==> config.mk <==
export PLATFORM = sky130hd
export DESIGN_NAME = capacity_weight_isqrt_top
export DESIGN_NICKNAME = d
export VERILOG_FILES = /design/src/cwi_pkg.sv /design/src/cwi_sqrt_core.sv /design/src/capacity_weight_isqrt_top.sv
export SDC_FILE = /design/constraint.sdc
export NUM_CORES = 1
export LEC_CHECK = 0
export ABC_AREA = 1
export BUFFER_PORTS_ARGS = -buffer_cell sky130_fd_sc_hd__buf_2
export CAP_MARGIN = 20
export CORE_MARGIN = 1.5
export CORE_UTILIZATION = 32
export CTS_BUF_LIST = sky130_fd_sc_hd__clkbuf_4 sky130_fd_sc_hd__clkbuf_8
export DETAILED_ROUTE_END_ITERATION = 8
export MAX_ROUTING_LAYER = met4
export PLACE_DENSITY_LB_ADDON = 0.08
export SYNTH_ARGS = -nofsm -noshare
export SYNTH_HDL_FRONTEND = slang
export SYNTH_SLANG_ARGS = --single-unit
==> constraint.sdc <==
create_clock -name clk -period 9.95 [get_ports clk]
set_input_delay 0.995 -clock clk [delete_from_list [all_inputs] [get_ports clk]]
set_output_delay 0.995 -clock clk [all_outputs]
set_load 0.01 [all_outputs]
==> src/cwi_pkg.sv <==
// Shared widths and constants for the capacity weight square root block.
package cwi_pkg;

  localparam int unsigned FREE_W   = 64;
  localparam int unsigned WEIGHT_W = 22;

  localparam logic [WEIGHT_W-1:0] WEIGHT_MAX = {WEIGHT_W{1'b1}};

endpackage

==> src/cwi_sqrt_core.sv <==
// Bit-pair floor square root unit: one trial subtract per clock cycle.
module cwi_sqrt_core
  import cwi_pkg::*;
#(
  parameter int unsigned UW = 44
) (
  input  logic                    clk,
  input  logic                    rst_n,
  input  logic                    start,
  input  logic [UW-1:0]           units,
  output logic                    done,
  output logic [(UW+1)/2-1:0]     root
);

  localparam int unsigned NP = (UW + 1) / 2;
  localparam int unsigned RW = 2 * NP;
  localparam int unsigned CW = $clog2(NP + 1);

  logic          run_r,  run_nxt;
  logic          done_r, done_nxt;
  logic [CW-1:0] cnt_r,  cnt_nxt;
  logic [RW-1:0] rem_r,  rem_nxt;
  logic [RW-1:0] root_r, root_nxt;
  logic [RW-1:0] pair_r, pair_nxt;
  logic [RW:0]   trial;

  // Trial value for the current bit pair
  assign trial = {1'b0, root_r} + {1'b0, pair_r};

  // Load on start, then retire one bit pair per cycle
  always_comb begin
    run_nxt  = run_r;
    done_nxt = 1'b0;
    cnt_nxt  = cnt_r;
    rem_nxt  = rem_r;
    root_nxt = root_r;
    pair_nxt = pair_r;
    if (start) begin
      run_nxt  = 1'b1;
      cnt_nxt  = CW'(NP - 1);
      rem_nxt  = RW'(units);
      root_nxt = '0;
      pair_nxt = RW'(1) << (RW - 2);
    end else if (run_r) begin
      if ({1'b0, rem_r} >= trial) begin
        rem_nxt  = rem_r - trial[RW-1:0];
        root_nxt = (root_r >> 1) + pair_r;
      end else begin
        root_nxt = root_r >> 1;
      end
      pair_nxt = pair_r >> 2;
      cnt_nxt  = cnt_r - CW'(1);
      if (cnt_r == '0) begin
        run_nxt  = 1'b0;
        done_nxt = 1'b1;
      end
    end
  end

  // Hold control state under reset; datapath needs none
  always_ff @(posedge clk) begin
    if (!rst_n) begin
      run_r  <= 1'b0;
      done_r <= 1'b0;
      cnt_r  <= '0;
    end else begin
      run_r  <= run_nxt;
      done_r <= done_nxt;
      cnt_r  <= cnt_nxt;
    end
    rem_r  <= rem_nxt;
    root_r <= root_nxt;
    pair_r <= pair_nxt;
  end

  assign done = done_r;
  assign root = root_r[NP-1:0];

endmodule

==> src/capacity_weight_isqrt_top.sv <==
// Capacity weight: floor square root of free storage counted in whole units.
// Items of one unit or more run through the one-pair-per-cycle subtract loop in the root unit;
// busy is high from the transfer until the strobe.
// An item under one unit gives its strobe in the cycle after transfer, busy stays low.
// No new item is taken while busy; the next transfer is taken at the edge that ends the strobe;
// items under one unit go one per cycle while the block is idle.
// Results are shown for one cycle, the receiver cannot stall.
// Reset (rst_n low, synchronous) drops any item in flight and clears busy and out_valid.
module capacity_weight_isqrt_top
  import cwi_pkg::*;
#(
  parameter int unsigned UNIT_SHIFT  = 20,
  parameter int unsigned INPUT_WIDTH = 64
) (
  input  logic                clk,
  input  logic                rst_n,
  input  logic                start,
  output logic                busy,
  input  logic [FREE_W-1:0]   in_free_bytes,
  output logic                out_valid,
  output logic [WEIGHT_W-1:0] out_weight
);

  localparam int unsigned UW = (INPUT_WIDTH > UNIT_SHIFT) ? (INPUT_WIDTH - UNIT_SHIFT) : 1;
  localparam int unsigned NP = (UW + 1) / 2;
  localparam logic [FREE_W-1:0] IN_MASK =
    (INPUT_WIDTH >= FREE_W) ? {FREE_W{1'b1}} : ((FREE_W'(1) << INPUT_WIDTH) - FREE_W'(1));

  typedef enum logic {
    ST_IDLE,
    ST_RUN
  } state_t;

  state_t              state_r, state_nxt;
  logic                out_valid_r, out_valid_nxt;
  logic [WEIGHT_W-1:0] out_weight_r, out_weight_nxt;

  logic [FREE_W-1:0]   bytes_m;
  logic [FREE_W-1:0]   units_w;
  logic                accept;
  logic                units_zero;
  logic                core_start;
  logic                core_done;
  logic [NP-1:0]       core_root;
  logic [FREE_W-1:0]   root_ext;

  // Drop bits above the input width, then the sub-unit bits
  assign bytes_m    = in_free_bytes & IN_MASK;
  assign units_w    = (UNIT_SHIFT >= FREE_W) ? '0 : (bytes_m >> UNIT_SHIFT);
  assign units_zero = (units_w == '0);
  assign accept     = start && (state_r == ST_IDLE);
  assign core_start = accept && !units_zero;
  assign root_ext   = FREE_W'(core_root);

  cwi_sqrt_core #(
    .UW (UW)
  ) u_core (
    .clk   (clk),
    .rst_n (rst_n),
    .start (core_start),
    .units (units_w[UW-1:0]),
    .done  (core_done),
    .root  (core_root)
  );

  // Sequence one transfer through the root unit; short-cut items under one unit
  always_comb begin
    state_nxt      = state_r;
    out_valid_nxt  = 1'b0;
    out_weight_nxt = out_weight_r;
    unique case (state_r)
      ST_IDLE: begin
        if (accept) begin
          if (units_zero) begin
            out_valid_nxt  = 1'b1;
            out_weight_nxt = WEIGHT_W'(bytes_m != '0);
          end else begin
            state_nxt = ST_RUN;
          end
        end
      end
      ST_RUN: begin
        if (core_done) begin
          state_nxt     = ST_IDLE;
          out_valid_nxt = 1'b1;
          if (root_ext > FREE_W'(WEIGHT_MAX)) begin
            out_weight_nxt = WEIGHT_MAX;
          end else begin
            out_weight_nxt = root_ext[WEIGHT_W-1:0];
          end
        end
      end
      default: begin
        state_nxt = ST_IDLE;
      end
    endcase
  end

  // Hold state and the result register
  always_ff @(posedge clk) begin
    if (!rst_n) begin
      state_r     <= ST_IDLE;
      out_valid_r <= 1'b0;
    end else begin
      state_r     <= state_nxt;
      out_valid_r <= out_valid_nxt;
    end
    out_weight_r <= out_weight_nxt;
  end

  assign busy       = (state_r == ST_RUN);
  assign out_valid  = out_valid_r;
  assign out_weight = out_weight_r;

endmodule

---- Word-level counts from Yosys, hierarchy flattened ----
Cells that the tools add are included.
W data, S select, Z words.
cells by class
  add/subtract/negate cells ............... 4
  $lt $le $gt $ge ......................... 2
  equal/unequal tests ..................... 3
  multiplexer cells ....................... 23
  bitwise operators ....................... 3
  reduce and logical (&&, ||, !) cells .... 12
operators with widths
  kind                    number
  $mux W44                4
  $mux W22                4
  $logic_not A64 Y1       1
  $reduce_bool A64 Y1     1
  $add A44 B43 Y45        1
  $ge A44 B45 Y1          1
  $add A43 B43 Y44        1
  $pmux W22 S2            1
  $sub A44 B44 Y44        1
  $gt A22 B22 Y1 const B  1
  $mux W1                 10
  $mux W5                 2
  $logic_not A5 Y1        1
  $sub A5 B1 Y5 const B   1
  $ne A2 B2 Y1 const B    2
  $pmux W1 S2             2
  $reduce_bool A2 Y1      2
  $not A1 Y1              3
  $reduce_and A3 Y1       1
  $reduce_or A3 Y1        1
  $logic_and A1 B1 Y1     2
  $ne A2 B1 Y1 const B    1
  $reduce_and A2 Y1       1
  $reduce_or A2 Y1        1
  $logic_not A1 Y1        1
word-level totals
  register bits after elaboration ......... 141
  input bits .............................. 67
  output and inout port bits .............. 24
  logic and storage cells ................. 57

---- Logic depth before layout (Yosys ltp) ----
  depth in word-level cells ............... 5
  mapped depth ............................ 33
  depth with buffers taken out ............ 32

---- By module ----
Synthesis repeated with hierarchy kept, for this count alone.
unflattened totals
  cells, all modules ...................... 2,179
  area, all modules ....................... 13,680.6 sq um
modules (own cells, without submodules)
  module                     times used  cells each  area each (sq um)  seq. area each (sq um)
  cwi_sqrt_core              1           2,042       12,522.0           2,782.7
  capacity_weight_isqrt_top  1           137         1,158.6            700.7

---- Worst setup path after synthesis ----
OpenSTA, ideal clock, no wires.
  path type ............................... reg-to-reg
  start point ............................. register u_core.root_r[2]
  end point ............................... register u_core.rem_r[0] (enable)
  setup time .............................. 0.402 ns
  data arrival time ....................... 4.377 ns
  data required time ...................... 9.548 ns
  path slack .............................. 5.171 ns
  stages on the path, launching flop included .. 26
  path buffers ............................ 2
  clock period less this slack ............ 4.779 ns
  cells stage by stage .................... dfxtp_1 > ha_1 > nand3_1 > nand2_1 > nand3_1 > nand2_1 > nand3_1 > nand2_1 > a21o_1 > a21oi_1 > nor2_1 > nor2_1 > xor2_1 > ha_1 > nand2_1 > nor2_1 > nand2_1 > nor4_1 > nand2_1 > a21boi_1 > nand3_1 > nand3_2 > buf_6 > buf_6 > nand2_1 > nand2_1
between the ends
  longest elaborated chain between the ends .. 4
RTL lines
  what                                 RTL line             text
  start: declaration                   cwi_sqrt_core.sv:23  logic [RW-1:0] root_r, root_nxt;
  start signal: assignment             cwi_sqrt_core.sv:72  root_r <= root_nxt;
  $add A44 B43 Y45                     cwi_sqrt_core.sv:28  assign trial = {1'b0, root_r} + {1'b0, pair_r};
  $ge A44 B45 Y1                       cwi_sqrt_core.sv:45  if ({1'b0, rem_r} >= trial) begin
  $reduce_bool A2 Y1 (no source line)  -
  $reduce_and A2 Y1 (no source line)   -
  end signal: assignment               cwi_sqrt_core.sv:71  rem_r <= rem_nxt;
  end: declaration                     cwi_sqrt_core.sv:22  logic [RW-1:0] rem_r, rem_nxt;
No other way between the ends.
A chain may end at the register's enable or synchronous reset.

---- Worst setup path after layout ----
  start point ............................. register u_core.root_r[28]
  end point ............................... register u_core.root_r[17]
between the ends
  longest elaborated chain between the ends .. 3
RTL lines
  what              RTL line
  $add A44 B43 Y45  cwi_sqrt_core.sv:28
  $ge A44 B45 Y1    cwi_sqrt_core.sv:45
  $mux W44          cwi_sqrt_core.sv:45
No other way between the ends.

==> impl_metrics.ini <==
[run_status]
status = finished, violations left
violations = design-rule violations

[yosys]
synth_area_sq_um = 13340
synthMuxAreaShare_pct = 0
synthesis.instances = 2110
synthAdderAreaFrac_pct = 8.780
synth-async-reset-ratio_pct = 0
syn_avg_cell_area_sq_um = 6.322
synth_top_family_by_area = simple AND/OR/NAND/NOR gates
synthDistinctLibCells = 46
synth_compound_area_share_pct = 14.03
synth_xor_area_share_pct = 6.435
yosysWarnings = 0
syn_nets = 2270
synth-simple-area-share_pct = 33.79
synthFlopType = dfxtp_1
synth_enable_flop_cells = 66
synth_seq_cells = 141
yosysSeqAreaShare_pct = 26.11

[cts]
htreeDepth = 4
clkLatencyLatePin_ns = 0.54
clk_pin_slew_ns = 0.09
cts_buffers = 17
postCtsSetupBuffers = 0
ctsHoldBuffers = 0
post_cts_resized = 0
cts-root-buf = clkbuf_8
cts_tree = done
clock_path_buffers = 2
numClockSinks = 141

[cells_and_area]
fill_cells = 4612
n_antenna_cell = 0
drive_gt1_share_pct = 7.404
mostFrequentLayoutCell = nand2_1
nets = 2335
finalInstanceArea_sq_um = 14710
final_cell_mix = nand2_1, inv_1, nor2_1, nand3_1, o21ai_0
area_delta_synth_final_pct = 10.26
fin_cells = 2720

[worst_setup_path]
crit_required_ns = 10.43
cp-start-kind = flop
path_delay_family = simple AND/OR/NAND/NOR gates
end_kind = flop
worstPathArrival_ns = 6.14
cp_max_fo = 47
crit_top_cell = nand2_1
critical_path_buf_inv_count = 3
worstSetupPathType = flop to flop
slowest_delay_ns = 0.55
slowest_stage = nor4_1

[flow_run]
drv_cap = 0

[placement]
dpl.hpwl_microns = 42280
place_ws_ns = 4.384
place_congestion = 0.9427
portBuffers = 90
dp_cells = 2688
placed_area_sq_um = 14320

[global_route]
grt-busiest-layer = met2
grt_util_met3_pct = 2.577
gr-usage-met1_pct = 32.11
grt_max_degree = 48
grt_pass1_vias = 13940
antenna_found_initial = 0
grt_pass1_wl_microns = 78990
grt_usage_pct = 24.75
use_met2_pct = 39.96
grt_overflow = 0

[route]
drtIter0Drc = 1056
vias_per_cell = 5.156
dr_total_vias = 14020
antenna_left = 0
remaining_drc_errors = 2
wl_microns = 51550
first_pass_iters = 9
wl_per_cell_microns = 18.95

[sta]
slew_headroom_pct = 30.94
setup_tns_ns = 0
fin_crit_sh_pct = 56.85
drv_slew = 0
worst_pin_slew_ns = 1.035
rsz0062_at_grt = no
hold_violations = 0
fmax_mhz = 176.8
fin_ws_ns = 4.293
finalSetupViolCount = 0
final.setup_skew_ns = 0.02253
final.min_clock_period_ns = 5.657

[die]
io_pins = 91
die_x_microns = 207.2
dieArea_sq_um = 42920
die_h_microns = 207.2
rows = 74
core_area_sq_um = 41020
initial_core_util_pct = 32.52

[pwr]
ir_drop_v = 0.0001081
p_per_area_nw_per_um2 = 272.9
p_leak_nw = 6.499
p_total_mw = 4.014

[hold_path]
min_path_type = flop to flop
-- kinds of logic after synthesis --
family	after synthesis
and+or+nand+nor	1069
buffers and inverters	372
AOI/OAI and AO/OA	337
DFF	141
xor gates and xnor gates	98
adders and majority gates	93
-- worst paths after layout --
check	from	to	slack, ns	cells after the start
worst max-delay path	u_core.root_r[28]$_SDFFE_PP0P_	u_core.root_r[17]$_SDFFE_PP0P_	4.29	29
worst min-delay path	u_core.root_r[0]$_SDFFE_PP0P_	u_core.root_r[0]$_SDFFE_PP0P_	0.48	2
worst max register to register	u_core.root_r[28]$_SDFFE_PP0P_	u_core.root_r[17]$_SDFFE_PP0P_	4.29	29
worst min register to register	u_core.root_r[0]$_SDFFE_PP0P_	u_core.root_r[0]$_SDFFE_PP0P_	0.48	2
-- report_power, final --
part | total, mW | switching, mW | internal, mW
registers | 1.00 | 0.186 | 0.819
logic | 2.53 | 1.69 | 0.839
clock network | 0.481 | 0.292 | 0.189
total | 4.01 | 2.17 | 1.85
-- synthesized netlist by cell type, types with 14 or more instances --
cell type | n | share of area, %
xnor2_1 | 46 | 3.0
nor4_1 | 27 | 1.3
ha_1 | 92 | 8.6
nor2_1 | 209 | 5.9
or2_2 | 15 | 0.70
o22ai_1 | 25 | 1.2
nand2_1 | 593 | 17
o21bai_1 | 14 | 0.79
xor2_1 | 52 | 3.4
nor3_1 | 16 | 0.60
buf_2 | 18 | 0.68
edfxtp_1 | 66 | 15
a21oi_1 | 113 | 4.2
inv_1 | 308 | 8.7
o21ai_0 | 124 | 4.7
dfxtp_1 | 75 | 11
a31oi_1 | 21 | 0.98
clkbuf_1 | 33 | 0.93
nand4_1 | 65 | 3.0
nand3_1 | 134 | 5.0
-- final cells by class --
type,instances,area [sq um],share of cell area (%)
multi-input cells,1597,8422,57.26
flip-flops and latches,141,3483,23.68
inverters,314,1179,8.014
well taps,532,665.6,4.526
repair buffers,104,568.0,3.862
clock buffers,18,241.5,1.642
clock inverters,14,148.9,1.012
-- layer usage --
| layer | up-vias | share of wire, % |
|---|---|---|
| met2 | 312 | 46 |
| met5 | - | 0 |
| li1 | 7072 | - |
| met1 | 6574 | 47 |
| met3 | 66 | 3.4 |
| met4 | 0 | 3.1 |
-- state kept, by name (all words and copies together), names as in the netlist --
| name | cells |
|---|---|
| busy | 1 |
| out_valid | 1 |
| out_weight | 22 |
| u_core.cnt_r | 5 |
| u_core.done | 1 |
| u_core.pair_r | 22 |
| u_core.rem_r | 44 |
| u_core.root_r | 44 |
| u_core.run_r | 1 |
-- through the flow --
stage | hold WS (ns) | utilization (%)
global route | 0.5126 | 35.86
finish | 0.4846 | 35.86
CTS | 0.4849 | 35.86
global placement | 0.4758 | 34.86
floorplan | 0.4490 | -
detailed placement | 0.4658 | 34.91
-- worst reg2reg max path, delay by kind of cell (launching register included) --
family	cells	cell delay [ns]
and+or+nand+nor	21	3.11
DFF	1	0.41
adders and majority gates	2	0.88
AOI/OAI and AO/OA	2	0.31
xor gates and xnor gates	1	0.11
buffers and inverters	3	0.81
Note: power is estimated with default switching activity, not from simulation.
